[src/rtl/hsvc_pkg.sv]
// Shared constants, codes and stage types for the RGB/HSV color converter.
package hsvc_pkg;

    localparam int HUE_FRAC_BITS  = 6;
    localparam int UNIT_FRAC_BITS = 16;

    localparam int PIX_W  = 8;
    localparam int HUE_W  = 15;
    localparam int UNIT_W = UNIT_FRAC_BITS + 1;
    localparam int SEC_W  = 12;

    localparam logic [UNIT_W-1:0] UNIT_ONE    = UNIT_W'(1 << UNIT_FRAC_BITS);
    localparam logic [SEC_W-1:0]  SECTOR      = SEC_W'(60 << HUE_FRAC_BITS);
    localparam logic [SEC_W-1:0]  HALF_SECTOR = SEC_W'(30 << HUE_FRAC_BITS);
    localparam logic [15:0]       TURN        = 16'(6 * (60 << HUE_FRAC_BITS));

    // Divider: 24-bit dividend, 8-bit divisor, four quotient bits per stage.
    localparam int DIV_NUM_W  = 24;
    localparam int DIV_STEP   = 4;
    localparam int DIV_STAGES = DIV_NUM_W / DIV_STEP;

    // floor(z / 15) = (z * RECIP15) >> RECIP_SHIFT, exact for z below 2^20.
    localparam logic [19:0] RECIP15     = 20'd559241;
    localparam int          RECIP_SHIFT = 23;

    localparam int PIPE_STAGES = DIV_STAGES + 2;

    localparam logic DIR_FWD = 1'b0;
    localparam logic DIR_INV = 1'b1;

    localparam logic REG_DIRECTION = 1'b0;

    localparam logic [1:0] SECT_RED   = 2'd0;
    localparam logic [1:0] SECT_GREEN = 2'd1;
    localparam logic [1:0] SECT_BLUE  = 2'd2;

    typedef struct packed {
        logic                 dir;
        logic [1:0]           sect;
        logic                 neg;
        logic                 no_hue;
        logic                 sat_zero;
        logic [UNIT_W-1:0]    val_q;
        logic [DIV_NUM_W-1:0] sat_num;
        logic [DIV_NUM_W-1:0] hue_num;
        logic [PIX_W-1:0]     mx;
        logic [PIX_W-1:0]     d;
        logic [UNIT_W-1:0]    s;
        logic [UNIT_W-1:0]    v;
        logic [SEC_W-1:0]     x;
        logic [2:0]           sec;
        logic                 grey;
    } t_front;

    typedef struct packed {
        logic              dir;
        logic [1:0]        sect;
        logic              neg;
        logic              no_hue;
        logic              sat_zero;
        logic [UNIT_W-1:0] val;
    } t_side;

endpackage

[src/rtl/hsvc_inv_pipe.sv]
// HSV to RGB datapath: sector factors, channel products and rounding over six stages.
module hsvc_inv_pipe (
    input  logic                              i_clk,
    input  logic [hsvc_pkg::DIV_STAGES-1:0]   i_adv,
    input  logic [hsvc_pkg::UNIT_W-1:0]       i_s,
    input  logic [hsvc_pkg::UNIT_W-1:0]       i_v,
    input  logic [hsvc_pkg::SEC_W-1:0]       i_x,
    input  logic [2:0]                        i_sec,
    input  logic                              i_grey,
    output logic [hsvc_pkg::PIX_W-1:0]        o_red,
    output logic [hsvc_pkg::PIX_W-1:0]        o_green,
    output logic [hsvc_pkg::PIX_W-1:0]        o_blue
);
    import hsvc_pkg::*;

    // Stage A: s*x and s*(S-x) with rounding bias.
    logic [28:0]       r_px, r_pt;
    logic [UNIT_W-1:0] r_a_p, r_a_v;
    logic [2:0]        r_a_sec;
    logic              r_a_grey;
    // Stage B: divide by 256 then by 15 through the reciprocal.
    logic [39:0]       r_mq, r_mt;
    logic [UNIT_W-1:0] r_b_p, r_b_v;
    logic [2:0]        r_b_sec;
    logic              r_b_grey;
    // Stage C: channel weights.
    logic [UNIT_W-1:0] n_wr, n_wg, n_wb, r_wr, r_wg, r_wb, r_c_v;
    logic [UNIT_W-1:0] q, t;
    // Stage D: v times weight.
    logic [33:0]       r_mr, r_mg, r_mb;
    // Stage E and F: scale by 255/2^32, round, clamp.
    logic [PIX_W-1:0]  n_cr, n_cg, n_cb, r_er, r_eg, r_eb, r_fr, r_fg, r_fb;

    function automatic logic [PIX_W-1:0] scale8(input logic [33:0] m);
        logic [41:0] y;
        y = ({8'd0, m} << 8) - {8'd0, m} + 42'(64'd1 << 31);
        return (y[41:32] > 10'd255) ? 8'd255 : y[39:32];
    endfunction

    always_ff @(posedge i_clk) begin
        if (i_adv[0]) begin
            r_px     <= 29'(i_s) * 29'(i_x) + 29'(HALF_SECTOR);
            r_pt     <= 29'(i_s) * 29'(SECTOR - i_x) + 29'(HALF_SECTOR);
            r_a_p    <= UNIT_ONE - i_s;
            r_a_v    <= i_v;
            r_a_sec  <= i_sec;
            r_a_grey <= i_grey;
        end
        if (i_adv[1]) begin
            r_mq     <= 40'(r_px[28:8]) * 40'(RECIP15);
            r_mt     <= 40'(r_pt[28:8]) * 40'(RECIP15);
            r_b_p    <= r_a_p;
            r_b_v    <= r_a_v;
            r_b_sec  <= r_a_sec;
            r_b_grey <= r_a_grey;
        end
    end

    always_comb begin
        q = UNIT_ONE - r_mq[RECIP_SHIFT+UNIT_W-1:RECIP_SHIFT];
        t = UNIT_ONE - r_mt[RECIP_SHIFT+UNIT_W-1:RECIP_SHIFT];
        case (r_b_sec)
            3'd0: begin n_wr = UNIT_ONE; n_wg = t;        n_wb = r_b_p;    end
            3'd1: begin n_wr = q;        n_wg = UNIT_ONE; n_wb = r_b_p;    end
            3'd2: begin n_wr = r_b_p;    n_wg = UNIT_ONE; n_wb = t;        end
            3'd3: begin n_wr = r_b_p;    n_wg = q;        n_wb = UNIT_ONE; end
            3'd4: begin n_wr = t;        n_wg = r_b_p;    n_wb = UNIT_ONE; end
            default: begin n_wr = UNIT_ONE; n_wg = r_b_p; n_wb = q;        end
        endcase
        if (r_b_grey) begin
            n_wr = UNIT_ONE;
            n_wg = UNIT_ONE;
            n_wb = UNIT_ONE;
        end
        n_cr = scale8(r_mr);
        n_cg = scale8(r_mg);
        n_cb = scale8(r_mb);
    end

    always_ff @(posedge i_clk) begin
        if (i_adv[2]) begin
            r_wr  <= n_wr;
            r_wg  <= n_wg;
            r_wb  <= n_wb;
            r_c_v <= r_b_v;
        end
        if (i_adv[3]) begin
            r_mr <= 34'(r_c_v) * 34'(r_wr);
            r_mg <= 34'(r_c_v) * 34'(r_wg);
            r_mb <= 34'(r_c_v) * 34'(r_wb);
        end
        if (i_adv[4]) begin
            r_er <= n_cr;
            r_eg <= n_cg;
            r_eb <= n_cb;
        end
        if (i_adv[5]) begin
            r_fr <= r_er;
            r_fg <= r_eg;
            r_fb <= r_eb;
        end
    end

    assign o_red   = r_fr;
    assign o_green = r_fg;
    assign o_blue  = r_fb;

endmodule

[config.mk]
export PLATFORM = sky130hd
export DESIGN_NAME = hsvc_inv_pipe
export DESIGN_NICKNAME = d
export VERILOG_FILES = /design/src/rtl/hsvc_pkg.sv /design/src/rtl/hsvc_inv_pipe.sv
export SDC_FILE = /design/constraint.sdc
export NUM_CORES = 2
export LEC_CHECK = 0
export BUFFER_PORTS_ARGS = -buffer_cell sky130_fd_sc_hd__buf_2
export CAP_MARGIN = 20
export CORE_AREA = 2 2 365 367
export DETAILED_ROUTE_END_ITERATION = 8
export DIE_AREA = 0 0 367 369
export HOLD_SLACK_MARGIN = 0.05
export PLACE_DENSITY = 0.67
export SETUP_SLACK_MARGIN = 0.02
export SLEW_MARGIN = 20
export SYNTH_ARGS = -nofsm -noshare
export SYNTH_HDL_FRONTEND = slang
export SYNTH_SLANG_ARGS = --single-unit
[constraint.sdc]
create_clock -name i_clk -period 10.75 [get_ports i_clk]
set_input_delay 3.225 -clock i_clk [delete_from_list [all_inputs] [get_ports i_clk]]
set_output_delay 3.225 -clock i_clk [all_outputs]
set_load 0.005 [all_outputs]
**Yosys cells after proc, flatten, opt, wreduce, memory -nomap -nowiden**

Index checks and enable logic that the tools add are counted.
Widths: inputs -> output; s select.

- Bits in read-only memories: 0
- Bits in latches: 0
- Input bits: 57
- Word-level logic and storage cells: 59
- Memories kept: 0
- Bits in writable memories: 0
- Register bits after elaboration: 432
- Output and inout port bits: 24

- Eq/ne operators: 4
- Reduce and logical (&&, ||, !) cells: 5
- Multiplexer cells: 3
- Divide/modulo/power cells: 0
- Bitwise operators: 0
- Shift-type cells: 0
- $lt $le $gt $ge: 3
- Add/sub/neg operators: 12
- $mul: 7

Operators by type and width:

| kind | count |
|---|---|
| $pmux 17 s3 | 3 |
| $add 42x32->42 const B | 3 |
| $sub 42x34->42 | 3 |
| $mul 17x17->34 | 3 |
| $mul 21x20->40 const B | 2 |
| $add 29x11->29 const B | 2 |
| $sub 17x17->17 const A | 3 |
| $gt 10x8->1 const B | 3 |
| $mul 17x12->29 | 1 |
| $mul 18x13->29 | 1 |
| $sub 12x12->13 const A | 1 |
| $reduce_or 2->1 | 4 |
| $eq 3x2->1 const B | 2 |
| $eq 3x1->1 const B | 1 |
| $eq 3x3->1 const B | 1 |
| $logic_not 3->1 | 1 |

**Depth between registers and ports, before layout**

- Word-level depth: 3
- Mapped depth: 32
- Depth with buffers taken out: 30

**Least setup slack after synthesis**

No wires, ideal clock.

- Path type: input to register
- Start: input port i_x[1] (netlist name)
- End: register r_pt[28], data pin
- Arrival: 10.746 ns
- Required time: 10.490 ns
- Stages: 32
- Setup time: 0.260 ns
- Slack: -0.256 ns
- Buffers on the path: 3
- Cell sequence: clkbuf_1 > clkbuf_1 > inv_1 > ha_1 > nand2_1 > or3_1 > or3_1 > and2_1 > nand2_1 > xor2_1 > clkbuf_1 > nand2_1 > fa_1 > fa_1 > inv_1 > fa_1 > fa_1 > fa_1 > inv_1 > fa_1 > inv_1 > ha_1 > a21o_1 > a21oi_1 > o221ai_1 > a21oi_4 > a211oi_1 > a2111oi_2 > o21ai_1 > or3_1 > a31oi_1 > xnor2_1

- Longest elaborated chain between the ends: 3

Ends and longest elaborated chain:

| element | RTL line | source |
|---|---|---|
| from (decl) | hsvc_inv_pipe.sv:7 | `input logic [hsvc_pkg::SEC_W-1:0] i_x,` |
| $sub 12x12->13 | hsvc_inv_pipe.sv:43 | `r_pt <= 29'(i_s) * 29'(SECTOR - i_x) + 29'(HALF_SECTOR);` |
| $mul 18x13->29 | hsvc_inv_pipe.sv:43 |  |
| $add 29x11->29 | hsvc_inv_pipe.sv:43 |  |
| to (signal assigned) | hsvc_inv_pipe.sv:43 |  |
| to (decl) | hsvc_inv_pipe.sv:17 | `logic [28:0] r_px, r_pt;` |

No other way between the ends.
A chain may end at the register's enable or synchronous reset.

**Worst setup path after layout**

Ends and elaborated chain as after synthesis.

==> results.sh <==
export IMPL_avgRoutedWirePerCell_um=17.35
export IMPL_finalMaxSlewViolations=0
export IMPL_detailed_placement_wirelength_estimate_um=116400
export IMPL_final_hold_violation_count=0
export IMPL_ys_flop_type="edfxtp_1"
export IMPL_critical_path_max_fanout=4
export IMPL_y_dimension_of_the_die_um=369
export IMPL_numCtsBuffers=47
export IMPL_drt_first_iter_violations=2619
export IMPL_detailedPlace_worstSlack_ns=-0.02402
export IMPL_post_synth_num_cell_types=74
export IMPL_mappedNetlistArea_mm2=0.06539
export IMPL_grt_antenna_before_repair=1
export IMPL_synth_edf_count=370
export IMPL_worst_pin_slew_ns=1.016
export IMPL_endpoint_kind="flop"
export IMPL_max_stage_delay_ns=0.54
export IMPL_routed_via_density=5.339
export IMPL_design_area_mm2=0.06908
export IMPL_cts_root_buffer="clkbuf_16"
export IMPL_worst_setup_path_start_kind="input port"
export IMPL_worst_hold_path_num_cells=0
export IMPL_boundaryPins=81
export IMPL_clock_tree_from_tritoncts="built"
export IMPL_rsz0062_at_grt="false"
export IMPL_first_pass_grt_wire_length_um=249100
export IMPL_cts_sink_count=370
export IMPL_ff2ff_path_depth=23
export IMPL_grt_pass1_vias=49170
export IMPL_period_share_pct=94.22
export IMPL_global_route_overflow_total=0
export IMPL_dpl_cell_area_mm2=0.06743
export IMPL_initial_core_util_pct=49.86
export IMPL_totalWireLength_um=147500
export IMPL_finalCriticalPeriod_ns=10.13
export IMPL_globalplace_congestion=0.9033
export IMPL_dr_total_vias=45380
export IMPL_synth_yosys_warnings=0
export IMPL_outcome="completed"
export IMPL_placedCellCount=8412
export IMPL_synth_nets=8846
export IMPL_crit_slowest_cell="fa_1"
export IMPL_drt_pass1_iter_count=8
export IMPL_most_common_layout_cells="1455 x inv_1, 1069 x fa_1, 927 x ha_1"
export IMPL_cts_setup_buffers=0
export IMPL_maximum_clock_skew_at_final_layout_ns=0.02967
export IMPL_grt_start_max_net_pins=88
export IMPL_finalNonFillerCells=8500
export IMPL_maxCapViolations=0
export IMPL_synthToLayoutAreaGrowth_pct=5.647
export IMPL_finish_net_count=8759
export IMPL_drive_gt1_share_pct=3.736
export IMPL_min_path_type="reg2reg"
export IMPL_ctsLongestPathBuffers=3
export IMPL_worst_endpoint_required_ns=11.13
export IMPL_ff2ff_setup_slack_ns=2.97
export IMPL_worstSetupPathType="in2reg"
export IMPL_clkSlewWorstSetupHoldPaths_ns=0.06
export IMPL_worst_ep_arrival_time_ns=10.51
export IMPL_portBuffers=80
export IMPL_clock_insertion_delay_worst_skew_ns=0.63
export IMPL_placementRows=133
export IMPL_drc_errors=0
export IMPL_antenna_diode_count=0
export IMPL_relSlewSlack_pct=31.75
export IMPL_path_common_cell="fa_1"
export IMPL_final_common_cell="inv_1"
export IMPL_design_core_area_mm2=0.1311
export IMPL_syn_avg_cell_area_um2=9.626
export IMPL_postCtsHoldBufs=0
export IMPL_setup_viol=0
export IMPL_layout_setup_ws_ns=0.6210
export IMPL_die_width_um=367
export IMPL_antenna_violating_nets_post_route=0
export IMPL_postSynthCellCount=6793
export IMPL_async_set_reset_flop_share_out_of_synthesis_pct=0
export IMPL_dieArea_mm2=0.1354
export IMPL_fmaxAchievable_mhz=98.73
export IMPL_cts_resized_gates=0
export IMPL_ys_ff_latch=370
export IMPL_globalRouteTotalUtil_pct=22.59
export IMPL_ys_seq_area_share_pct=16.99
export IMPL_level_count_of_the_clock_h_tree=2
[state kept, by name (all words and copies together), names as in the netlist, 17 cells and up]
register and cells:
r_mb 34, r_mg 34, r_mr 34, r_pt 21
r_px 21, r_a_p 17, r_a_v 17, r_b_p 17
r_b_v 17, r_c_v 17, r_mq 17, r_mt 17
r_wb 17, r_wg 17, r_wr 17
[synthesized netlist by cell type, drive strengths merged (5+ instances only)]
master / number / area [um^2]
inv: 1455 / 5461
and3: 20 / 125.1
o21a: 36 / 270.3
o211ai: 11 / 82.58
fa: 1069 / 21400
a211o: 6 / 52.55
xor2: 75 / 656.9
or4: 8 / 60.06
nand3b: 5 / 37.54
nor3: 62 / 310.3
nor3b: 6 / 56.31
a22oi: 20 / 150.1
ha: 927 / 11600
nand2: 907 / 3405
nand2b: 41 / 256.5
o31ai: 7 / 52.55
a41o: 5 / 50.05
nor2: 228 / 855.8
o21bai: 21 / 157.7
nand3: 26 / 130.1
buf: 18 / 71.31
o41ai: 5 / 43.79
a21boi: 8 / 60.06
a221oi: 19 / 166.4
and2: 460 / 2878
a31o: 5 / 43.79
a21oi: 179 / 907.1
xnor2: 156 / 1366
or2: 17 / 106.4
edfxtp: 370 / 11110
clkbuf: 263 / 987.2
nor2b: 37 / 231.5
or3: 10 / 62.56
o21ai: 76 / 384.1
a21o: 75 / 563.0
o2111ai: 5 / 43.79
nor4: 18 / 112.6
a31oi: 24 / 150.1
nand4: 25 / 156.4
and4: 9 / 78.83
a2111oi: 5 / 57.56
a211oi: 29 / 217.7
[layout make-up]
cell class	count	area [um^2]
clock inverter	34	444.2
multi-input combinational	4686	47760
inverter	1456	5465
timing repair buffer	145	898.4
tap	1755	2196
sequential	370	11110
clock buffer	54	1202
fill	11970	62050
[path summary, 6_finish.rpt]
check,start,endpoint
worst max register to register,r_c_v[11]$_DFFE_PP_,r_mg[33]$_DFFE_PP_
worst min register to register,r_eg[6]$_SDFFCE_PN1P_,o_green[6]$_DFFE_PP_
worst max-delay path,i_x[1],r_pt[28]$_DFFE_PP_
worst min-delay path,r_eg[6]$_SDFFCE_PN1P_,o_green[6]$_DFFE_PP_
[per-layer routing]
| metal | share of wire [%] | wire (um) | GRT usage (%) |
|---|---|---|---|
| met1 | 43 | 63280 | 29.43 |
| met4 | 2.7 | 3975 | 6.565 |
| met2 | 49 | 72400 | 39.46 |
| met3 | 5.3 | 7843 | 2.776 |
| met5 | 0 | 0 | 0 |
[worst max-delay path: cells and delay by family]
kind	cells	cell delay, ns
xor gates and xnor gates	2	0.30
and+or+nand+nor	7	1.58
buffers and inverters	5	0.32
AOI/OAI and AO/OA	8	1.69
adders and majority gates	8	3.41
[logic make-up after synthesis]
logic type                 synth area share (%)
xor gates and xnor gates                  3.094
and+or+nand+nor                           13.65
AOI/OAI and AO/OA                         5.752
muxes                                   0.06697
DFF                                       16.99
buffers and inverters                     9.977
adders and majority gates                 50.47
[stage by stage]
step	setup TNS, ns	hold WS [ns]	util [%]
after global routing	0	0.4175	52.68
after floorplan	0	0.4003	-
after detailed placement	-0.02402	0.4045	51.42
after global placement	0	0.4018	51.42
final	0	0.4151	52.68
after CTS	0	0.4172	52.68
Power is not shown: default switching activity piles up to over one toggle a cycle in this logic, so the estimate is an artifact.
