$ cat src/rtl/hsvc_pkg.sv
// Shared constants, codes and stage types for the RGB/HSV color converter.
package hsvc_pkg;

    localparam int HUE_FRAC_BITS  = 6;
    localparam int UNIT_FRAC_BITS = 16;

    localparam int PIX_W  = 8;
    localparam int HUE_W  = 15;
    localparam int UNIT_W = UNIT_FRAC_BITS + 1;
    localparam int SEC_W  = 12;

    localparam logic [UNIT_W-1:0] UNIT_ONE    = UNIT_W'(1 << UNIT_FRAC_BITS);
    localparam logic [SEC_W-1:0]  SECTOR      = SEC_W'(60 << HUE_FRAC_BITS);
    localparam logic [SEC_W-1:0]  HALF_SECTOR = SEC_W'(30 << HUE_FRAC_BITS);
    localparam logic [15:0]       TURN        = 16'(6 * (60 << HUE_FRAC_BITS));

    // Divider: 24-bit dividend, 8-bit divisor, four quotient bits per stage.
    localparam int DIV_NUM_W  = 24;
    localparam int DIV_STEP   = 4;
    localparam int DIV_STAGES = DIV_NUM_W / DIV_STEP;

    // floor(z / 15) = (z * RECIP15) >> RECIP_SHIFT, exact for z below 2^20.
    localparam logic [19:0] RECIP15     = 20'd559241;
    localparam int          RECIP_SHIFT = 23;

    localparam int PIPE_STAGES = DIV_STAGES + 2;

    localparam logic DIR_FWD = 1'b0;
    localparam logic DIR_INV = 1'b1;

    localparam logic REG_DIRECTION = 1'b0;

    localparam logic [1:0] SECT_RED   = 2'd0;
    localparam logic [1:0] SECT_GREEN = 2'd1;
    localparam logic [1:0] SECT_BLUE  = 2'd2;

    typedef struct packed {
        logic                 dir;
        logic [1:0]           sect;
        logic                 neg;
        logic                 no_hue;
        logic                 sat_zero;
        logic [UNIT_W-1:0]    val_q;
        logic [DIV_NUM_W-1:0] sat_num;
        logic [DIV_NUM_W-1:0] hue_num;
        logic [PIX_W-1:0]     mx;
        logic [PIX_W-1:0]     d;
        logic [UNIT_W-1:0]    s;
        logic [UNIT_W-1:0]    v;
        logic [SEC_W-1:0]     x;
        logic [2:0]           sec;
        logic                 grey;
    } t_front;

    typedef struct packed {
        logic              dir;
        logic [1:0]        sect;
        logic              neg;
        logic              no_hue;
        logic              sat_zero;
        logic [UNIT_W-1:0] val;
    } t_side;

endpackage

$ cat src/rtl/hsvc_front.sv
// First pipeline stage: max/min, sector pick and dividends, hue reduction and clamps.
module hsvc_front (
    input  logic                        i_clk,
    input  logic                        i_adv,
    input  logic                        i_dir,
    input  logic [hsvc_pkg::PIX_W-1:0]  i_red,
    input  logic [hsvc_pkg::PIX_W-1:0]  i_green,
    input  logic [hsvc_pkg::PIX_W-1:0]  i_blue,
    input  logic [hsvc_pkg::HUE_W-1:0]  i_hue,
    input  logic [hsvc_pkg::UNIT_W-1:0] i_sat,
    input  logic [hsvc_pkg::UNIT_W-1:0] i_val,
    input  logic                        i_no_hue,
    output hsvc_pkg::t_front            o_front
);
    import hsvc_pkg::*;

    t_front           n_front;
    t_front           r_front;
    logic [PIX_W-1:0] mx, mn, a, b, mag;
    logic [15:0]      h;

    always_comb begin
        mx = i_red;
        mn = i_red;
        if (i_green > mx) mx = i_green;
        if (i_blue > mx) mx = i_blue;
        if (i_green < mn) mn = i_green;
        if (i_blue < mn) mn = i_blue;

        n_front     = '0;
        n_front.dir = i_dir;
        n_front.mx  = mx;
        n_front.d   = mx - mn;

        if (i_red == mx) begin
            n_front.sect = SECT_RED;
            a = i_green;
            b = i_blue;
        end else if (i_green == mx) begin
            n_front.sect = SECT_GREEN;
            a = i_blue;
            b = i_red;
        end else begin
            n_front.sect = SECT_BLUE;
            a = i_red;
            b = i_green;
        end
        n_front.neg      = a < b;
        mag              = (a < b) ? (b - a) : (a - b);
        n_front.no_hue   = (n_front.d == '0);
        n_front.sat_zero = (n_front.d == '0);
        n_front.hue_num  = DIV_NUM_W'(mag) * DIV_NUM_W'(SECTOR) + DIV_NUM_W'(n_front.d >> 1);
        n_front.sat_num  = {n_front.d, 16'd0} + DIV_NUM_W'(mx >> 1);
        // Since max*65536 is max*255*257 plus max, the rounded value is max*257,
        // plus one when max is 128 or more.
        n_front.val_q    = UNIT_W'({mx, mx}) + UNIT_W'(mx[PIX_W-1]);

        // Inverse side: one subtract covers any 15-bit hue past a full turn.
        h = (16'(i_hue) >= TURN) ? (16'(i_hue) - TURN) : 16'(i_hue);
        n_front.s    = (i_sat > UNIT_ONE) ? UNIT_ONE : i_sat;
        n_front.v    = (i_val > UNIT_ONE) ? UNIT_ONE : i_val;
        n_front.grey = i_no_hue || (n_front.s == '0);
        if (h >= 16'(5 * SECTOR)) begin
            n_front.sec = 3'd5;
            n_front.x   = SEC_W'(h - 16'(5 * SECTOR));
        end else if (h >= 16'(4 * SECTOR)) begin
            n_front.sec = 3'd4;
            n_front.x   = SEC_W'(h - 16'(4 * SECTOR));
        end else if (h >= 16'(3 * SECTOR)) begin
            n_front.sec = 3'd3;
            n_front.x   = SEC_W'(h - 16'(3 * SECTOR));
        end else if (h >= 16'(2 * SECTOR)) begin
            n_front.sec = 3'd2;
            n_front.x   = SEC_W'(h - 16'(2 * SECTOR));
        end else if (h >= 16'(SECTOR)) begin
            n_front.sec = 3'd1;
            n_front.x   = SEC_W'(h - 16'(SECTOR));
        end else begin
            n_front.sec = 3'd0;
            n_front.x   = SEC_W'(h);
        end
    end

    always_ff @(posedge i_clk) begin
        if (i_adv) begin
            r_front <= n_front;
        end
    end

    assign o_front = r_front;

endmodule

$ cat config.mk
export PLATFORM = sky130hd
export DESIGN_NAME = hsvc_front
export DESIGN_NICKNAME = d
export VERILOG_FILES = /design/src/rtl/hsvc_pkg.sv /design/src/rtl/hsvc_front.sv
export SDC_FILE = /design/constraint.sdc
export NUM_CORES = 1
export LEC_CHECK = 0
export BUFFER_PORTS_ARGS = -buffer_cell sky130_fd_sc_hd__buf_4
export CELL_PAD_IN_SITES_DETAIL_PLACEMENT = 1
export CELL_PAD_IN_SITES_GLOBAL_PLACEMENT = 2
export CORE_ASPECT_RATIO = 1.5
export CORE_MARGIN = 5
export CORE_UTILIZATION = 33
export DETAILED_ROUTE_END_ITERATION = 8
export HOLD_SLACK_MARGIN = 0.03
export PLACE_DENSITY_LB_ADDON = 0.12
export SYNTH_ARGS = -nofsm -noshare
export SYNTH_HDL_FRONTEND = slang
export SYNTH_SLANG_ARGS = --single-unit
export TNS_END_PERCENT = 5
$ cat constraint.sdc
create_clock -name i_clk -period 10.8 [get_ports i_clk]
set_input_delay 2.16 -clock i_clk [delete_from_list [all_inputs] [get_ports i_clk]]
set_output_delay 2.16 -clock i_clk [all_outputs]
set_load 0.02 [all_outputs]
Word level (Yosys, flattened, before mapping)
Index checks and enable logic that the tools add are counted.

$add $sub $neg: 12. Multipliers: 1. Div/mod/pow operators: 0. Order comparisons: 13. Equal/unequal tests: 2. Shifts and indexed selects: 0. Muxes and demuxes: 17. Bitwise operators: 0. Reductions and logical operators: 4.

Operator list (count): 15-bit 2-to-1 mux (5); 8-bit 2-to-1 mux (9); 12-bit subtractor, second input constant (5); 17-bit greater-than comparator, second input constant (2); 16-bit by 14-bit greater-or-equal comparator with 1-bit output, second input constant (2); 24-bit by 7-bit adder with 24-bit output (1); 8-bit < comparator (3); 8-bit subtractor (3); 20-bit by 7-bit adder with 21-bit output (1); 16-bit by 1-bit adder with 17-bit output (1); 17-bit zero test (1); 17-bit 2-to-1 mux (1); 8-bit equality test (2); 16-bit by 12-bit greater-or-equal comparator with 1-bit output, second input constant (1); 16-bit by 13-bit greater-or-equal comparator with 1-bit output, second input constant (1); 16-bit by 15-bit greater-or-equal comparator with 1-bit output, second input constant (1); 8-bit greater-than comparator (2); 16-bit 2-to-1 mux (1); 15-bit by 15-bit subtractor with 16-bit output, second input constant (1); 15-bit greater-or-equal comparator, second input constant (1); 8-bit by 4-bit multiplier with 12-bit output, second input constant (1); 8-bit zero test (1); 2-bit 2-to-1 mux (1); 2-bit OR reduction (1); 1-bit logical OR (1).

Register bits: 136. Bits in latches: 0. Bits in writable memories: 0. ROM bits: 0. Output and inout bits: 137. Word-level logic and storage cells: 64. Memories kept: 0.

Longest topological paths before layout
Gate-level depths: netlist of run 1.

Depth in word-level cells: 11. Gate-level depth with buffers: 43. Gate-level depth less buffers: 39.

Worst setup path before layout of run 1
OpenSTA, ideal clock, no wires.

Kind: input to register. Start: in i_red[1] (netlist name). End: reg r_front, in the netlist o_front[85], data pin. Setup time: 261 ps. Arrival time: 9580 ps. Slack: 959 ps. Stages on the path: 37. Path buffers: 3. Cell sequence: inv_1 -> ha_1 -> nor2b_1 -> o211ai_2 -> a21o_1 -> buf_2 -> nand3_1 -> and2_1 -> ha_1 -> a21oi_1 -> o21ai_2 -> mux2i_2 -> a21o_4 -> mux2i_4 -> buf_2 -> a21oi_1 -> a21oi_1 -> ha_1 -> inv_1 -> fa_1 -> a21o_1 -> a221oi_2 -> a21oi_2 -> buf_6 -> mux2i_1 -> xnor2_1 -> fa_1 -> fa_1 -> ha_1 -> a21o_1 -> a21oi_1 -> o21bai_1 -> a21oi_1 -> o21bai_1 -> a21oi_1 -> nor4bb_1 -> a311o_1.

RTL lines: start: declaration (line hsvc_front.sv:6) `input logic [hsvc_pkg::PIX_W-1:0] i_red,`; end signal: assignment (line hsvc_front.sv:86) `r_front <= n_front;`; end: declaration (line hsvc_front.sv:18) `t_front r_front;`.

==> results.md, run 1 <==
* Status: finished clean
* I/O pin cnt at roughly 210
* Least-Margin Pin Slew at 0.826 ns
* DP HPWL at 19500 um
* XOR/XNOR Fraction of Synth Area at 6.27%
* Synthesized cell area at slightly above 8000 sq um
* Worst path slowest cell: fa_1
* Final Hold Viols at 0
* Avg Synthesized Cell Area at 10.0 sq um
* Fin nets at 1149
* Crit Path Category: primary input to flip-flop
* Port Buffers at 199
* Number of flops mapped to enable cells by yosys at approximately 100
* P&R area growth vs syn at 24.9%
* Total GRT Usage at 17.2%
* Fin crit period at 10.12 ns
* Site Rows at 70
* Asr flop ratio synth at 0%
* Max stage delay on crit path at around 0.53 ns
* Final wirelength at 23700 um
* Clock sink count at between 90 and 100
* CP Data Arrival Time at 10.25 ns
* Main combinational cell family by area after synthesis: compound AO/OA/AOI/OAI gates
* Die H at approximately 200 um
* Wire per inst at 18.0 um
* Hold Crit Class: primary input to flip-flop
* Die area at 27800 sq um
* Max-slew headroom at approximately 45%
* Worst-path clk slew at approximately 0.070 ns
* Core Box Area at 24300 sq um
* Clock buffer depth at 2
* Max Slew Vio Count at 0
* MaxCap Viol Count at 0
* CTS tree: done
* Pre-Repair DR Iteration Count at 4
* # fillers at 2820
* Number of flip-flops in the largest register at slightly below 100
* Num CTS Buffers at 9
* Post-synthesis sequential area ratio at a little under two fifths
* Commonest non-fill, non-tap cell in the layout: buf_4
* DP Area at between 9000 and 10000 sq um
* Sum Neg Setup Slack at 0 ns
* Post-Synth Adder-Cell Area at 14.8%
* Vias in the first global route at 6924
* Yosys top cell by area: edfxtp_1
* Final Instance Area at 10100 sq um
* GPL Wtd Cong at about 0.87
* Initial antenna violation count at 0
* Synth warn at 0
* Initial core utilization at between 30% and 40%
* Fin crit share at 93.7%
* Grt total ovfl at 0
* Max Fclk at 0.0988 GHz
* Via count at 6514
* Simple-gate share of the synthesized area at 14.5%
* Final Util at 41.6%
* Maximum number of pins on one net before global-route repair at 57
* Mux contribution to synthesized area at 2.96%
* Width of the die at 138 um
* Area contributors post-synth: edfxtp_1 (37%), ha_1 (11%), a21oi_1 (4.3%)
* Synth Flop Type: edfxtp_1
* Vias per cell at 4.96
* RSZ-0062 raised after global routing: false
* Worst-path maximum fanout at 24
* Final setup violating endpoints at 0
* H-Tree Depth at 3
* Final ANT Viol Nets at 0
* Root Buffer: clkbuf_16
* Critical Path Source Type: primary input
* Cts hold-fix bufs at 0
* Post-synthesis compound-gate area fraction at 16.6%
* Commonest cells after routing, fill and taps aside: buf_4 (216), edfxtp_1 (99), ha_1 (73)
* DRT iter0 DRCs at 197
* Synth Register Bits at 99
* Netlist cell types at 76
* DR DRC count at 0
* WP data required at about 11 ns
* Layout cells sized above 1 at a little over a quarter
* Post-Synthesis Cells at 808
* Global-route wire length before repair at 37200 um
* Area share of the largest cell type after synthesis at 36.8%
* Worst setup EP type: flip-flop
* Ant. Diodes at 0
-- Yosys cell counts (8+ instances only) --
cell	n
fa_1	13
o21ai_1	9
o21ai_0	23
xor2_1	24
a21o_1	30
clkbuf_1	10
a211oi_1	11
nand2_1	26
mux2i_1	18
nor4_1	12
buf_4	38
buf_2	10
edfxtp_1	99
nor2b_1	44
nand3_1	13
a21oi_1	70
ha_1	73
o21a_1	10
xnor2_1	32
nor2_1	59
nand4_1	10
o21bai_1	8
inv_1	63
and2_1	8
-- final timing paths --
path | from | end | slack (ns) | cells past startpoint
worst min-delay path | i_dir | o_front[136] | 1.97 | 1
worst max-delay path | i_red[7] | o_front[85] | 0.68 | 36
-- worst max-delay path, delay by kind of cell --
family / cells / cell delay [ns]
AOI/OAI and AO/OA: 15 / 3.24
xor gates and xnor gates: 1 / 0.31
adders and majority gates: 6 / 2.39
buffers and inverters: 7 / 1.10
muxes: 2 / 0.35
and+or+nand+nor: 5 / 0.66
-- layout make-up --
type | instances | area, sq um | share of cell area [%]
Inverter | 63 | 236 | 2.34
Tap cell | 324 | 405 | 4.01
Clock inverter | 5 | 86.3 | 0.855
Clock buffer | 9 | 225 | 2.23
Sequential cell | 99 | 2970 | 29.4
Timing Repair Buffer | 216 | 1620 | 16.1
Multi-Input combinational cell | 597 | 4550 | 45.1
-- layer usage --
layer	GRT usage (%)	part of all wire, %
met2	34.1	57
met1	17.8	36
met3	3.15	4.8
met4	4.63	1.6
met5	0	0
-- cell families (layout without fill, tap and decap cells) --
| family | Yosys count | after routing |
|---|---|---|
| AND/OR/NAND/NOR | 212 | 212 |
| AO/OA/AOI/OAI | 204 | 204 |
| buffers and inverters | 125 | 293 |
| flip-flops | 99 | 99 |
| adder cells (fa/ha/maj) | 88 | 88 |
| XOR/XNOR | 57 | 57 |
| multiplexers | 22 | 22 |
| other | 1 | 14 |
-- repair_timing --
item                       CTS  global route
setup endpoints to repair    0             1
hold endpoints to repair     0             0
gates resized for setup      0             5
setup buffers                0             0
-- stage by stage --
stage,hold WS [ns],setup WS [ns],instances
final,1.97,0.677,1313
after global routing,1.96,0.0407,1313
after CTS,1.95,0.516,1313
after detailed placement,2.34,0.141,1299
after global placement,2.34,0.253,1299
after floorplan,2.26,0.959,821
Power of run 1 is left out: the tool's default activity adds up to more than one toggle a clock period on the data nets, which glitch-free logic cannot reach.
==> inputs of run 2 (changes only) <==
--- a/config.mk
+++ b/config.mk
@@ -6,6 +6,7 @@
 export NUM_CORES = 1
 export LEC_CHECK = 0
 export BUFFER_PORTS_ARGS = -buffer_cell sky130_fd_sc_hd__buf_4
+export CAP_MARGIN = 40
 export CELL_PAD_IN_SITES_DETAIL_PLACEMENT = 1
 export CELL_PAD_IN_SITES_GLOBAL_PLACEMENT = 2
 export CORE_ASPECT_RATIO = 1.5
==> constraint.sdc (replaced) <==
create_clock -name i_clk -period 10.8 [get_ports i_clk]
set_input_delay 1.08 -clock i_clk [delete_from_list [all_inputs] [get_ports i_clk]]
set_output_delay 1.08 -clock i_clk [all_outputs]
set_load 0.02 [all_outputs]
==> results.md, run 2 (synthesis gave the netlist of run 1 again) <==
* CTS resizes at 0
* Worst path slowest cell: a21oi_2
* Die H at 202 um
* P&R area growth vs syn at 23.1%
* Fin crit share at around nine tenths
* Worst-path maximum fanout at 14
* WP data required at 10.92 ns
* Final ANT Viol Nets at 0
* Core Box Area at around 24000 sq um
* Fin crit period at slightly below 10 ns
* Via count at between 6000 and 7000
* Commonest non-fill, non-tap cell in the layout: buf_4
* CP Data Arrival Time at 9.92 ns
* Max Fclk at 0.102 GHz
* Die area at approximately 28000 sq um
* Fin nets at 1136
* DP HPWL at 19400 um
* Maximum number of pins on one net before global-route repair at 57
* Vias in the first global route at 6984
* Worst-path clk slew at about 0.080 ns
* Num CTS Buffers at 9
* Hold slack at between 0.8 and 0.9 ns
* Commonest cells after routing, fill and taps aside: buf_4 (202), edfxtp_1 (99), ha_1 (73)
* Crit Path Category: primary input to flip-flop
* Final Hold Viols at 0
* DRT iter0 DRCs at 164
* Root Buffer: clkbuf_16
* H-Tree Depth at 3
* Width of the die at 138 um
* DR DRC count at 0
* Least-Margin Pin Slew at 0.808 ns
* CTS tree: done
* Total GRT Usage at 17.1%
* Wire per inst at 18.2 um
* Post CTS Setup Buffer Count at 0
* Worst setup EP type: flip-flop
* Number of flip-flops in the largest register at 99
* Clock buffer depth at 2
* Hold Crit Class: primary input to flip-flop
* Final Util at 41.0%
* Pre-Repair DR Iteration Count at 4
* Critical Path Source Type: primary input
* GPL Wtd Cong at 0.832
* Status: finished clean
* Cts hold-fix bufs at 0
* Max stage delay on crit path at 0.61 ns
* I/O pin cnt at 214
* Initial core utilization at approximately 33%
* Port Buffers at 199
* Site Rows at 70
* Initial antenna violation count at 0
* Clock sink count at 99
* Max Slew Vio Count at 0
* Layout cells sized above 1 at about a quarter
* Final setup violating endpoints at 0
* DP Area at 9680 sq um
* Final Instance Area at 9950 sq um
* Final wirelength at 23700 um
* Grt total ovfl at 0
* Global-route wire length before repair at about 37000 um
* Sum Neg Setup Slack at 0 ns
* Most frequent CP cell: a21oi_1
* Max-slew headroom at between 40% and 50%
* Vias per cell at a little under 5
* RSZ-0062 raised after global routing: false
* Ant. Diodes at 0
* MaxCap Viol Count at 0
-- run 2: through the flow --
step	setup WS, ns	cells
2_1_floorplan	2.04	821
3_3_place_gp	0.587	1285
3_5_place_dp	0.542	1286
4_1_cts	0.957	1301
5_1_grt	0.342	1301
6_report	1.00	1301
-- run 2: worst max-delay path: cells and delay by family --
family	cells	cell delay [ns]
AO/OA/AOI/OAI	14	3.20
buffers and inverters	6	0.65
adder cells (fa/ha/maj)	6	2.24
AND/OR/NAND/NOR	6	0.86
XOR/XNOR	2	0.66
multiplexers	3	1.19
-- run 2: metal layers --
layer	part of all wire, %	up-vias	routed length [um]	GRT usage, %
met5	0	-	0	0
met4	2.8	0	673	6.36
li1	-	3181	-	-
met3	4.8	44	1130	3.15
met2	55	161	13100	33.2
met1	37	3083	8790	17.5
-- run 2: cell type report --
cell class	instances	area, sq um
repair buffers	203	1540
flip-flops and latches	99	2970
well taps	324	405
inverters	63	236
clock buffers	10	229
clock inverters	5	45.0
fillers	2785	14300
multi-input cells	597	4530
-- run 2: path summary, 6_finish.rpt --
kind | from | to | slack (ns) | cells after the start
max | i_red[3] | o_front[85] | 1.00 | 37
min | i_dir | o_front[136] | 0.88 | 1
Power of run 2 is left out for the same reason.
