### config.mk
export PLATFORM = sky130hd
export DESIGN_NAME = hsvc_div_pipe
export DESIGN_NICKNAME = d
export VERILOG_FILES = /design/src/rtl/hsvc_pkg.sv /design/src/rtl/hsvc_div_pipe.sv
export SDC_FILE = /design/constraint.sdc
export NUM_CORES = 1
export LEC_CHECK = 0
export ABC_CLOCK_PERIOD_IN_PS = 23500
export BUFFER_PORTS_ARGS = -buffer_cell sky130_fd_sc_hd__buf_2
export CELL_PAD_IN_SITES_DETAIL_PLACEMENT = 1
export CELL_PAD_IN_SITES_GLOBAL_PLACEMENT = 1
export CORE_ASPECT_RATIO = 1.4
export CORE_MARGIN = 5
export CORE_UTILIZATION = 55
export DETAILED_ROUTE_END_ITERATION = 8
export HOLD_SLACK_MARGIN = 0.06
export PLACE_DENSITY_LB_ADDON = 0.1
export SLEW_MARGIN = 20
export SYNTH_ARGS = -nofsm -noshare
export SYNTH_HDL_FRONTEND = slang
export SYNTH_SLANG_ARGS = --single-unit
### constraint.sdc
create_clock -name i_clk -period 23.5 [get_ports i_clk]
set_input_delay 1.175 -clock i_clk [delete_from_list [all_inputs] [get_ports i_clk]]
set_output_delay 1.175 -clock i_clk [all_outputs]
set_load 0.01 [all_outputs]
### src/rtl/hsvc_pkg.sv
// Shared constants, codes and stage types for the RGB/HSV color converter.
package hsvc_pkg;

    localparam int HUE_FRAC_BITS  = 6;
    localparam int UNIT_FRAC_BITS = 16;

    localparam int PIX_W  = 8;
    localparam int HUE_W  = 15;
    localparam int UNIT_W = UNIT_FRAC_BITS + 1;
    localparam int SEC_W  = 12;

    localparam logic [UNIT_W-1:0] UNIT_ONE    = UNIT_W'(1 << UNIT_FRAC_BITS);
    localparam logic [SEC_W-1:0]  SECTOR      = SEC_W'(60 << HUE_FRAC_BITS);
    localparam logic [SEC_W-1:0]  HALF_SECTOR = SEC_W'(30 << HUE_FRAC_BITS);
    localparam logic [15:0]       TURN        = 16'(6 * (60 << HUE_FRAC_BITS));

    // Divider: 24-bit dividend, 8-bit divisor, four quotient bits per stage.
    localparam int DIV_NUM_W  = 24;
    localparam int DIV_STEP   = 4;
    localparam int DIV_STAGES = DIV_NUM_W / DIV_STEP;

    // floor(z / 15) = (z * RECIP15) >> RECIP_SHIFT, exact for z below 2^20.
    localparam logic [19:0] RECIP15     = 20'd559241;
    localparam int          RECIP_SHIFT = 23;

    localparam int PIPE_STAGES = DIV_STAGES + 2;

    localparam logic DIR_FWD = 1'b0;
    localparam logic DIR_INV = 1'b1;

    localparam logic REG_DIRECTION = 1'b0;

    localparam logic [1:0] SECT_RED   = 2'd0;
    localparam logic [1:0] SECT_GREEN = 2'd1;
    localparam logic [1:0] SECT_BLUE  = 2'd2;

    typedef struct packed {
        logic                 dir;
        logic [1:0]           sect;
        logic                 neg;
        logic                 no_hue;
        logic                 sat_zero;
        logic [UNIT_W-1:0]    val_q;
        logic [DIV_NUM_W-1:0] sat_num;
        logic [DIV_NUM_W-1:0] hue_num;
        logic [PIX_W-1:0]     mx;
        logic [PIX_W-1:0]     d;
        logic [UNIT_W-1:0]    s;
        logic [UNIT_W-1:0]    v;
        logic [SEC_W-1:0]     x;
        logic [2:0]           sec;
        logic                 grey;
    } t_front;

    typedef struct packed {
        logic              dir;
        logic [1:0]        sect;
        logic              neg;
        logic              no_hue;
        logic              sat_zero;
        logic [UNIT_W-1:0] val;
    } t_side;

endpackage

### src/rtl/hsvc_div_pipe.sv
// Pipelined restoring divider, 24-bit dividend by 8-bit divisor, four bits per stage.
module hsvc_div_pipe (
    input  logic                                i_clk,
    input  logic [hsvc_pkg::DIV_STAGES-1:0]     i_adv,
    input  logic [hsvc_pkg::DIV_NUM_W-1:0]      i_num,
    input  logic [hsvc_pkg::PIX_W-1:0]          i_den,
    output logic [hsvc_pkg::DIV_NUM_W-1:0]      o_quo
);
    import hsvc_pkg::*;

    logic [DIV_NUM_W-1:0] s_num [0:DIV_STAGES];
    logic [DIV_NUM_W-1:0] s_quo [0:DIV_STAGES];
    logic [PIX_W-1:0]     s_rem [0:DIV_STAGES];
    logic [PIX_W-1:0]     s_den [0:DIV_STAGES];

    assign s_num[0] = i_num;
    assign s_quo[0] = '0;
    assign s_rem[0] = '0;
    assign s_den[0] = i_den;

    for (genvar k = 0; k < DIV_STAGES; k++) begin : g_stage
        logic [DIV_NUM_W-1:0] n_num, n_quo, r_num, r_quo;
        logic [PIX_W-1:0]     n_rem, r_rem, r_den;

        always_comb begin
            logic [PIX_W:0] t;
            n_num = s_num[k];
            n_quo = s_quo[k];
            n_rem = s_rem[k];
            for (int j = 0; j < DIV_STEP; j++) begin
                t     = {n_rem, n_num[DIV_NUM_W-1]};
                n_num = n_num << 1;
                if (t >= {1'b0, s_den[k]}) begin
                    n_rem = PIX_W'(t - {1'b0, s_den[k]});
                    n_quo = {n_quo[DIV_NUM_W-2:0], 1'b1};
                end else begin
                    n_rem = t[PIX_W-1:0];
                    n_quo = {n_quo[DIV_NUM_W-2:0], 1'b0};
                end
            end
        end

        always_ff @(posedge i_clk) begin
            if (i_adv[k]) begin
                r_num <= n_num;
                r_quo <= n_quo;
                r_rem <= n_rem;
                r_den <= s_den[k];
            end
        end

        assign s_num[k+1] = r_num;
        assign s_quo[k+1] = r_quo;
        assign s_rem[k+1] = r_rem;
        assign s_den[k+1] = r_den;
    end

    assign o_quo = s_quo[DIV_STAGES];

endmodule

Word level (Yosys, flattened, before mapping) --
Cells that the tools add are included.
Word-level totals: register bits 224, output and inout port bits 24, word-level logic and storage cells 115, bits of input ports 39
Cells by class: magnitude comparators 24, muxes and demuxes 47, $add $sub $neg 23
Operator list (count):
- greater-or-equal comparator 9 x 8 -> 1 bit | 23
- 2-to-1 mux 8 bit | 23
- subtractor 8 bit | 22
- 2-to-1 mux 1 bit | 24
- greater-or-equal comparator 1 x 8 -> 1 bit | 1
- subtractor 1 x 8 -> 8 bit | 1

Logic depth before layout (Yosys ltp) --
Gate-level depths: netlist of the first run.
depth after elaboration 8, gate-level depth with buffers 40, depth with buffers taken out 39

Least setup slack after synthesis of the first run --
Ideal clock, no wire load.
path kind register -> register, from register g_stage[1].r_den[4], to register g_stage[2].r_rem[1] (data pin), setup time 0.274 ns, required time 23.226 ns, slack 14.587 ns, cell stages (with the launch flop) 41, clock period less this slack 8.913 ns, path buffers 5, arrival 8.639 ns, path through edfxtp_1 inv_1 ha_1 clkbuf_1 a211o_1 a31o_2 o32ai_1 clkbuf_1 nor2_1 a21oi_1 inv_1 ha_1 nor2b_1 o31a_1 o41a_1 a211oi_1 o221a_2 clkbuf_1 [... 5 more ...] a21boi_0 o31a_1 o32ai_1 o21ai_0 mux2i_2 buf_2 nor2_1 a21oi_1 ha_1 nor2b_1 nor3_1 o21ai_0 a31o_2 o22ai_1 o21ai_0 nor2_1 mux2i_1 a21oi_1
On the way: cells in the longest elaborated chain, start to end 8, elaborated cells on any way between the ends 12, classes of those cells add/sub: 4; order compare: 4; mux: 4
Ends and longest elaborated chain:
- from (decl) | RTL line hsvc_div_pipe.sv:23 | logic [PIX_W-1:0] n_rem, r_rem, r_den;
- from (signal assigned) | RTL line hsvc_div_pipe.sv:48 | r_den <= s_den[k];
- subtractor 8 bit or greater-or-equal comparator 9 x 8 -> 1 bit (tied branches) | RTL line hsvc_div_pipe.sv:34, hsvc_div_pipe.sv:33
- 2-to-1 mux 8 bit | RTL line hsvc_div_pipe.sv:33 | if (t >= {1'b0, s_den[k]}) begin
- subtractor 8 bit or greater-or-equal comparator 9 x 8 -> 1 bit (tied branches) | RTL line hsvc_div_pipe.sv:34, hsvc_div_pipe.sv:33
- 2-to-1 mux 8 bit | RTL line hsvc_div_pipe.sv:33
- greater-or-equal comparator 9 x 8 -> 1 bit or subtractor 8 bit (tied branches) | RTL line hsvc_div_pipe.sv:33, hsvc_div_pipe.sv:34
- 2-to-1 mux 8 bit | RTL line hsvc_div_pipe.sv:33
- subtractor 8 bit or greater-or-equal comparator 9 x 8 -> 1 bit (tied branches) | RTL line hsvc_div_pipe.sv:34, hsvc_div_pipe.sv:33
- 2-to-1 mux 8 bit (*) | RTL line hsvc_div_pipe.sv:33
- via g_stage[2].n_rem[1] | RTL line hsvc_div_pipe.sv:23
- to (signal assigned) | RTL line hsvc_div_pipe.sv:47 | r_rem <= n_rem;
- to (decl) | RTL line hsvc_div_pipe.sv:23
Mark *: on every way through the listed nets, which the timed path passes. The rest lies on a longest branch. A chain may end at the register's enable or synchronous reset.

Worst setup path after layout of the first run --
Ends and elaborated chain as after synthesis.

==> key figures, run 1 <==
Status
  • Status: complete, no violations

Hold path
  • Worst-case hold path end point: g_stage[1].r_num[14]
  • HP Start: g_stage[0].r_num[10]
  • Worst hold stages: 0
  • Hold WC Path Type: flop to flop

Timing
  • Endpoints failing setup: 0
  • Fin crit share: 44.1%
  • RSZ-0062 raised after global routing: no
  • Measured slew at the worst slew-check pin: 1.08 ns
  • Pins Over Slew Limit: 0
  • Final Skew: 0.0136 ns
  • Tmin final: 10.35 ns
  • Fmax: 96.6 MHz
  • Hold Vio Cnt, Final: 0
  • TNS Setup: 0 ns
  • Max-slew headroom: 26.8%

Clock network
  • Clk root buf: clkbuf_16
  • Post CTS Setup Buffer Count: 0
  • Post-CTS Resized: 0
  • Clk sinks: 224
  • TritonCTS clock tree: yes
  • CTS buffer count: 25
  • CTS Buffer Depth: 3
  • Worst-Skew Late Latency: 0.53 ns
  • Htree depth: 1
  • Cts hold-fix bufs: 0
  • Clock Pin Slew Worst Setup and Hold Paths: 0.06 ns

Layout
  • N_diodes: 0
  • Fin cells: 2,032
  • Area Growth Syn to Fin: 9.94%
  • Post-layout util: 60.8%
  • Layout cells sized above 1: 11.9%
  • Final Net Count: 1,876

Route
  • Initial DRT Pass Iterations: 5
  • ANT nets after route: 0
  • Routed Wire Length: 44.3 mm
  • Drt drc: 0
  • DR iter-0 viols: 455
  • Routed WL per cell: 21.8 µm
  • DR vias/cell: 6.11
  • Vias: 12,413

Floorplan
  • CORE AREA: 29,700 µm²
  • Die Width: 156 µm
  • Starting Density: 55.3%
  • Die ar.: 33,500 µm²
  • I/O pin cnt: 63
  • Die Y-Extent: 215 µm
  • Num rows: 75

Place
  • Dpl cells: 1,987
  • Post-DP HPWL: 35.3 mm
  • Placer Congestion: 0.909
  • IO buf count: 62

Setup path
  • Largest stage delay on the critical path: 0.76 ns
  • Worst EP arrival: 10.61 ns
  • Crit Path Max Fanout: 15
  • Reg2Reg Depth: 36
  • Crit Reg-Reg Startpoint: g_stage[1].r_den[4]
  • FF-to-FF End: g_stage[2].r_rem[1]
  • Crit-path slowest cell: mux2i_2
  • R2R setup slack: 13.15 ns
  • CP Capture Type: flop
  • Crit path kind: flop to flop
  • CP required: 23.76 ns
  • Startpoint type of the worst setup path: flop

Yosys
  • Synth Area in Adders: 16.8%
  • Ys flop type: edfxtp_1
  • Avg Synthesized Cell Area: 10.6 µm²
  • Top cell type's share of synthesized area: 40.9%
  • Synth warnings: 0
  • Post-Synthesis Cells: 1,551
  • Register bit count reported by yosys: 224
  • Synth Area in Simple Gates: 11.0%
  • Mapped Nets: 1,798
  • Sequential fraction of the synthesis area: 40.9%
  • Post-synthesis compound-gate area fraction: 16.3%
  • Synth async-reset ratio: 0%
  • Synth Area in XOR/XNOR: 5.38%
  • Synthesized area: 16,400 µm²
  • Mux cell area share after synthesis: 5.44%
  • Area leader, netlist: edfxtp_1
  • Unique masters post-synth: 83
  • Largest family of logic cells by synthesized area: adder cells
  • Synth top area cells: edfxtp_1, ha_1, inv_1
  • Number of synthesized flops with an enable pin: 224

GRT
  • Largest net degree at the start of global routing: 41
  • GRT Total Usage: 26.4%
  • GR Overflow Total: 0
  • Vias in the first global route: 13,582
  • Initial antenna violation count: 0
  • First-pass GRT wire length: 70.7 mm

Run
  • MaxCap Viol Count: 0
==> cells in the final DEF (no fill, tap or decap), types with 28 or more instances in the layout <==
cell type    n
edfxtp_1   224
ha_1       186
inv_1      158
o21ai_0    102
nor2_1      95
a21oi_1     94
nand2_1     83
buf_2       62
xnor2_1     61
mux2_2      52
xor2_1      40
a21o_1      37
nor2b_1     34
mux2i_1     28
==> final cells by class <==
type                       instances  area, µm²
clock buffer                      31        648
tap                              385        482
sequential                       224       6730
multi-input combinational       1148       9050
timing repair buffer              67        348
fill                            3273      11700
clock inverter                    14        220
inverter                         163        612
==> logic make-up after synthesis <==
family,after synthesis
adder cells (fa/ha/maj),208
buffers and inverters,179
AND/OR/NAND/NOR,361
XOR/XNOR,101
AO/OA/AOI/OAI,396
multiplexers,82
flip-flops,224
==> layer usage <==
| metal | track usage [%] | up-vias | part of all wire (%) |
|---|---|---|---|
| met3 | 2.83 | 129 | 3.3 |
| met5 | 0 | - | 0 |
| met4 | 10.7 | 0 | 4.3 |
| li1 | - | 5894 | - |
| met2 | 51.5 | 285 | 55 |
| met1 | 28.2 | 6105 | 37 |
==> cells in the mapped netlist, types with 5 or more instances <==
cell / number
edfxtp_1: 224
ha_1: 186
inv_1: 158
o21ai_0: 102
nor2_1: 95
a21oi_1: 94
nand2_1: 83
xnor2_1: 61
mux2_2: 52
xor2_1: 40
a21o_1: 37
nor2b_1: 34
mux2i_1: 28
nand3_1: 26
o21a_1: 26
nand2b_1: 23
fa_1: 22
nor3_1: 22
nand4_1: 21
clkbuf_1: 11
or3_1: 11
a211oi_1: 10
o211ai_1: 10
and3_1: 9
o21bai_1: 9
o31ai_1: 9
or2_2: 9
a31oi_1: 8
o22ai_1: 8
o31a_1: 8
a21boi_0: 7
and2_1: 6
o221ai_1: 6
and4_1: 5
==> worst max-delay path by stage <==
stage	startpoint	endpoint	slack, ns
global route	g_stage[1].r_den[4]	g_stage[2].r_rem[1]	12.45
CTS	g_stage[1].r_den[4]	g_stage[2].r_rem[3]	13.10
floorplan	g_stage[1].r_den[4]	g_stage[2].r_rem[1]	14.59
finish	g_stage[1].r_den[4]	g_stage[2].r_rem[1]	13.15
global placement	g_stage[1].r_den[4]	g_stage[2].r_rem[3]	13.32
detailed placement	g_stage[1].r_den[4]	g_stage[2].r_rem[3]	13.16
==> per-stage QoR <==
| step | area [µm²] | hold slack [ns] | setup slack [ns] |
|---|---|---|---|
| floorplan | 16400 | 0.400 | 14.59 |
| global placement | 17200 | 0.401 | 13.32 |
| detailed placement | 17200 | 0.407 | 13.16 |
| CTS | 18100 | 0.421 | 13.10 |
| global route | 18100 | 0.424 | 12.45 |
| finish | 18100 | 0.417 | 13.15 |
==> sequential cells by signal, summed over array words and instances, names as in the netlist <==
register	count
g_stage.r_num	60
g_stage.r_rem	40
o_quo	24
g_stage.r_quo	60
g_stage.r_den	40
==> critical path, delay by kind of cell (launching register included) <==
kind | cells | cell delay, ns
AOI/OAI and AO/OA | 19 | 5.21
adders and majority gates | 4 | 1.32
buffers and inverters | 4 | 0.64
DFF | 1 | 0.39
muxes | 3 | 1.41
and+or+nand+nor | 6 | 1.11
Power of run 1 is left out: the tool's default activity adds up to more than one toggle a clock period on the data nets, which glitch-free logic cannot reach.
==> inputs of run 2 (changes only) <==
ABC_CLOCK_PERIOD_IN_PS = 8900   (was 23500)
CORE_UTILIZATION = 46   (was 55)
clock period = 8.9 ns   (was 23.5 ns; I/O delays follow)
==> run 2 against run 1 <==
Global-route usage shrank 4.4 points. Utilization shrank 7.7 points. Design area grew 4.6%. Fmax grew 23%. Critical path type unchanged. Highest routed layer unchanged. Register-to-register slack lost 13 ns. Die area grew 18%. Clock skew grew 0.0041 ns.
==> key figures, run 2 (synthesized netlist as in run 1, its figures left out) <==
Timing
  • Final Skew: 0.0177 ns (was 0.0136 ns)
  • Hold Vio Cnt, Final: 0 (unchanged)
  • Fmax: 118 MHz (was 96.6 MHz)
  • Fin crit share: 94.9% (was 44.1%)
  • Pins Over Slew Limit: 0 (unchanged)
  • Endpoints failing setup: 0 (unchanged)
  • Tmin final: 8.45 ns (was 10.35 ns)
  • Max-slew headroom: 26.9% (was 26.8%)
  • Measured slew at the worst slew-check pin: 1.10 ns (was 1.08 ns)
  • TNS Setup: 0 ns (unchanged)

Floorplan
  • Die Width: 170 µm (was 156 µm)
  • Die Y-Extent: 234 µm (was 215 µm)
  • Num rows: 82 (was 75)
  • Starting Density: 46.2% (was 55.3%)
  • CORE AREA: 35,600 µm² (was 29,700 µm²)
  • Die ar.: 39,700 µm² (was 33,500 µm²)
  • I/O pin cnt: 63 (unchanged)

Clock network
  • TritonCTS clock tree: yes (unchanged)
  • Clock Pin Slew Worst Setup and Hold Paths: 0.06 ns (about the same)
  • Worst-Skew Late Latency: 0.53 ns (about the same)
  • CTS buffer count: 23 (was 25)
  • Htree depth: 1 (unchanged)
  • CTS Buffer Depth: 3 (unchanged)
  • Clk root buf: clkbuf_16 (unchanged)
  • Clk sinks: 224 (unchanged)

Layout
  • Final Net Count: 1,966 (was 1,876)
  • Commonest cells after routing, fill and taps aside: edfxtp_1, ha_1, inv_1 (unchanged)
  • Regs by FF count: g_stage.r_num: 60 flops, g_stage.r_quo: 60 flops (unchanged)
  • N_diodes: 0 (unchanged)
  • Area Growth Syn to Fin: 15.0% (was 9.94%)
  • Layout cells sized above 1: 17.9% (was 11.9%)
  • Fillcell total: 3,952 (was 3,273)
  • Most common cell after layout, fill and taps aside: edfxtp_1 (unchanged)

Route
  • DR iter-0 viols: 422 (was 455)
  • DR vias/cell: 5.64 (was 6.11)
  • Routed Wire Length: 43.6 mm (was 44.3 mm)
  • Initial DRT Pass Iterations: 4 (was 5)
  • Routed WL per cell: 19.8 µm (was 21.8 µm)
  • Vias: 12,389 (was 12,413)
  • Drt drc: 0 (unchanged)
  • ANT nets after route: 0 (unchanged)

Hold path
  • Worst hold stages: 1 (was 0)
  • Hold WC Path Type: primary input to flop (was flop to flop)

Place
  • IO buf count: 62 (unchanged)
  • Placer Congestion: 0.880 (was 0.909)
  • Post-DP HPWL: 35.1 mm (was 35.3 mm)

Setup path
  • Largest stage delay on the critical path: 0.41 ns (was 0.76 ns)
  • Top delay family on crit path: compound AO/OA/AOI/OAI gates (unchanged)
  • Startpoint type of the worst setup path: flop (unchanged)
  • Buffers & Inverters on Critical Path: 7 (was 4)
  • Reg2Reg Depth: 35 (was 36)
  • Crit path kind: flop to flop (unchanged)
  • CP Capture Type: flop (unchanged)
  • Crit-path slowest cell: ha_1 (was mux2i_2)
  • WP depth: 35 (was 36)
  • Crit Path Max Fanout: 10 (was 15)
  • Worst EP arrival: 8.69 ns (was 10.61 ns)
  • CP required: 9.15 ns (was 23.76 ns)

GRT
  • GRT Total Usage: 22.0% (was 26.4%)
  • Initial antenna violation count: 0 (unchanged)
  • First-pass GRT wire length: 69.6 mm (was 70.7 mm)
  • Vias in the first global route: 13,361 (was 13,582)
  • GR Overflow Total: 0 (unchanged)
  • Largest net degree at the start of global routing: 41 (unchanged)

Status
  • Status: complete, no violations (unchanged)

Run
  • MaxCap Viol Count: 0 (unchanged)
run 2: cell count changes in the layout (fill, tap and decap cells not counted), moves of 3 or more:
cell      before  now
mux2i_1       28   22
inv_1        158  155
o21ai_1        1    5
clkinv_2       1    4
clkbuf_1       6    2
buf_4          5   96
mux2i_2        1    5
o21ai_0      102   96
a21oi_2        0    7
clkinv_1       1    4
a21oi_1       94   87
run 2: layout make-up:
type / count / area (µm²) / area share [%]
Tap cell: 462 / 578 / 3.06
Clock buffer: 25 / 583 / 3.08
Sequential cell: 224 / 6730 / 35.6
Inverter: 163 / 614 / 3.25
Timing Repair Buffer: 159 / 1050 / 5.56
Multi-Input combinational cell: 1148 / 9190 / 48.6
Clock inverter: 16 / 170 / 0.900
run 2: stage by stage:
stage	area, µm²	worst slack, ns	hold slack (ns)	util, %	std cells
3_3_place_gp	17900	0.198	0.400	50.3	2143
6_report	18900	0.454	0.0972	53.1	2197
2_1_floorplan	16400	0.0524	0.400	-	1551
3_5_place_dp	17900	0.112	0.406	50.3	2143
4_1_cts	18700	0.0900	0.0692	52.4	2184
5_1_grt	18900	-0.0593	0.0755	53.1	2197
run 2: path summary, 6_finish.rpt:
kind,from,end,slack (ns)
worst max-delay path,g_stage[1].r_rem[3],g_stage[2].r_rem[4],0.45
worst min-delay path,i_num[5],g_stage[0].r_num[9],0.1
worst max register to register,g_stage[1].r_rem[3],g_stage[2].r_rem[4],0.45
worst min register to register,g_stage[1].r_num[10],g_stage[2].r_num[14],0.42
run 2: per-layer routing:
layer | GRT usage (%) | vias to the layer above | wire length [µm]
met1 | 24.2 | 6090 | 16900
li1 | - | 6070 | -
met4 | 6.80 | 0 | 1400
met5 | 0 | - | 0
met3 | 1.96 | 81 | 968
met2 | 43.8 | 148 | 24200
run 2: timing repair:
action,4_1_cts,5_1_grt
setup buffers,0,13
hold buffers,0,0
hold endpoints to repair,0,0
setup endpoints to repair,0,37
gates resized for setup,0,39
Power of run 2 is left out for the same reason.
==> inputs of run 3 (changes only) <==
PLACE_DENSITY = 0.89   (was default)
PLACE_DENSITY_LB_ADDON = default   (was 0.1)
==> run 3 against run 2 <==
Utilization shrank 0.077 points. Register-to-register slack got worse by 0.05 ns. Clock skew shrank 0.0071 ns. Routed wire length rose by 7.8%. Fmax is 0.64% lower. Critical path type unchanged. Highest routed layer unchanged.
==> key figures, run 3 (synthesized netlist as in run 1, its figures left out) <==
Setup path
  • Largest stage delay on the critical path: 0.41 ns (about the same)
  • Buffers & Inverters on Critical Path: 5 (was 7)
  • Reg2Reg Depth: 35 (unchanged)
  • R2R setup slack: 0.40 ns (was 0.45 ns)
  • Crit Path Max Fanout: 10 (unchanged)
  • Crit Reg-Reg Startpoint: g_stage[1].r_rem[4] (was g_stage[1].r_rem[3])
  • FF-to-FF End: g_stage[2].r_rem[7] (was g_stage[2].r_rem[4])
  • WP depth: 35 (unchanged)
  • CP Capture Type: flop (unchanged)
  • Startpoint type of the worst setup path: flop (unchanged)
  • Worst EP arrival: 8.76 ns (was 8.69 ns)
  • Crit-path slowest cell: edfxtp_1 (was ha_1)
  • CP required: 9.16 ns (was 9.15 ns)
  • Critical path's most frequent cell: ha_1
  • Crit path kind: flop to flop (unchanged)
  • Top delay family on crit path: compound AO/OA/AOI/OAI gates (unchanged)
  • Crit path from: g_stage[1].r_rem[4] (was g_stage[1].r_rem[3])

Layout
  • Commonest cells after routing, fill and taps aside: edfxtp_1, ha_1, inv_1 (unchanged)
  • Final Net Count: 1,961 (was 1,966)
  • Area Growth Syn to Fin: 14.8% (was 15.0%)
  • Fillcell total: 3,894 (was 3,952)
  • Layout cells sized above 1: 17.3% (was 17.9%)
  • Post-layout util: 53.1% (about the same)
  • N_diodes: 0 (unchanged)
  • Footprint of the multi-input gates: 9170 µm² (was 9190 µm²)
  • Most common cell after layout, fill and taps aside: edfxtp_1 (unchanged)
  • FF/Latch Area: 6730 µm² (unchanged)
  • Regs by FF count: g_stage.r_num: 60 flops, g_stage.r_quo: 60 flops (unchanged)

GRT
  • GRT Total Usage: 23.1% (was 22.0%)
  • First-pass GRT wire length: 73.2 mm (was 69.6 mm)
  • Largest net degree at the start of global routing: 41 (unchanged)
  • Vias in the first global route: 14,175 (was 13,361)
  • GR Overflow Total: 0 (unchanged)
  • Initial antenna violation count: 0 (unchanged)

Floorplan
  • CORE AREA: 35,600 µm² (unchanged)
  • Die Width: 170 µm (unchanged)
  • Num rows: 82 (unchanged)
  • Die Y-Extent: 234 µm (unchanged)
  • I/O pin cnt: 63 (unchanged)
  • Die ar.: 39,700 µm² (unchanged)
  • Starting Density: 46.2% (unchanged)

Route
  • Vias: 12,916 (was 12,389)
  • Routed Wire Length: 46.9 mm (was 43.6 mm)
  • Routed WL per cell: 21.4 µm (was 19.8 µm)
  • ANT nets after route: 0 (unchanged)
  • DR vias/cell: 5.89 (was 5.64)
  • Drt drc: 0 (unchanged)
  • DR iter-0 viols: 662 (was 422)
  • Initial DRT Pass Iterations: 5 (was 4)

Clock network
  • TritonCTS clock tree: yes (unchanged)
  • CTS Buffer Depth: 3 (unchanged)
  • Clock Pin Slew Worst Setup and Hold Paths: 0.06 ns (about the same)
  • Htree depth: 1 (unchanged)
  • Clk root buf: clkbuf_16 (unchanged)
  • Cts hold-fix bufs: 0 (unchanged)
  • Clk sinks: 224 (unchanged)
  • CTS buffer count: 25 (was 23)
  • Worst-Skew Late Latency: 0.54 ns (was 0.53 ns)

Hold path
  • Worst hold stages: 1 (unchanged)
  • Hold WC Path Type: primary input to flop (unchanged)
  • HP Start: i_num[11] (was i_num[5])
  • Worst-case hold path end point: g_stage[0].r_num[15] (was g_stage[0].r_num[9])

Timing
  • Endpoints failing setup: 0 (unchanged)
  • Hold Vio Cnt, Final: 0 (unchanged)
  • Fmax: 118 MHz (about the same)
  • Tmin final: 8.50 ns (was 8.45 ns)
  • Measured slew at the worst slew-check pin: 1.07 ns (was 1.10 ns)
  • Pins Over Slew Limit: 0 (unchanged)
  • Final Skew: 0.0106 ns (was 0.0177 ns)
  • Fin crit share: 95.5% (was 94.9%)
  • Max-slew headroom: 28.6% (was 26.9%)

Place
  • Post-DP HPWL: 36.9 mm (was 35.1 mm)
  • IO buf count: 62 (unchanged)
  • Placer Congestion: 0.950 (was 0.880)

Status
  • Status: complete, no violations (unchanged)

Run
  • MaxCap Viol Count: 0 (unchanged)
[run 3: changes by cell type in the layout (fill, tap and decap cells not counted), sizes merged]
cell | before | now
o22ai | 9 | 10
clkinv | 10 | 9
clkbuf | 25 | 29
buf | 159 | 151
inv | 163 | 162
bufinv | 3 | 4
clkinvlp | 3 | 2
[run 3: worst max-delay path by stage]
stage	end	slack, ns
detailed placement	g_stage[4].r_rem[1]	0.17
finish	g_stage[2].r_rem[7]	0.40
floorplan	g_stage[2].r_rem[1]	0.05
CTS	g_stage[3].r_rem[4]	0.12
global route	g_stage[2].r_rem[1]	-0.05
global placement	g_stage[1].r_rem[3]	0.39
[run 3: area by class of cell]
type / count / share of cell area (%)
clock buffer: 29 / 3.39
timing repair buffer: 151 / 5.18
multi-input combinational: 1149 / 48.5
inverter: 163 / 3.24
sequential: 224 / 35.6
tap: 462 / 3.06
clock inverter: 14 / 0.980
[run 3: per-stage QoR]
| stage | instances | hold WS, ns | TNS, ns | setup slack [ns] | instance area, µm² |
|---|---|---|---|---|---|
| 4_1_cts | 2178 | 0.0609 | 0 | 0.124 | 18700 |
| 2_1_floorplan | 1551 | 0.400 | 0 | 0.0524 | 16400 |
| 3_3_place_gp | 2135 | 0.400 | 0 | 0.391 | 17800 |
| 5_1_grt | 2192 | 0.0651 | -0.176 | -0.0480 | 18900 |
| 6_report | 2192 | 0.0801 | 0 | 0.400 | 18900 |
| 3_5_place_dp | 2135 | 0.406 | 0 | 0.173 | 17800 |
[run 3: repair_timing]
item                       CTS  global route
buffers inserted             0            13
gates resized for setup      0            35
setup endpoints to repair    0            43
[run 3: per-layer routing]
metal,wire length (µm),global-route usage [%]
met1,17300,24.1
met2,25700,45.6
met3,1450,2.28
met4,2520,10.7
met5,0,0
Power of run 3 is left out for the same reason.
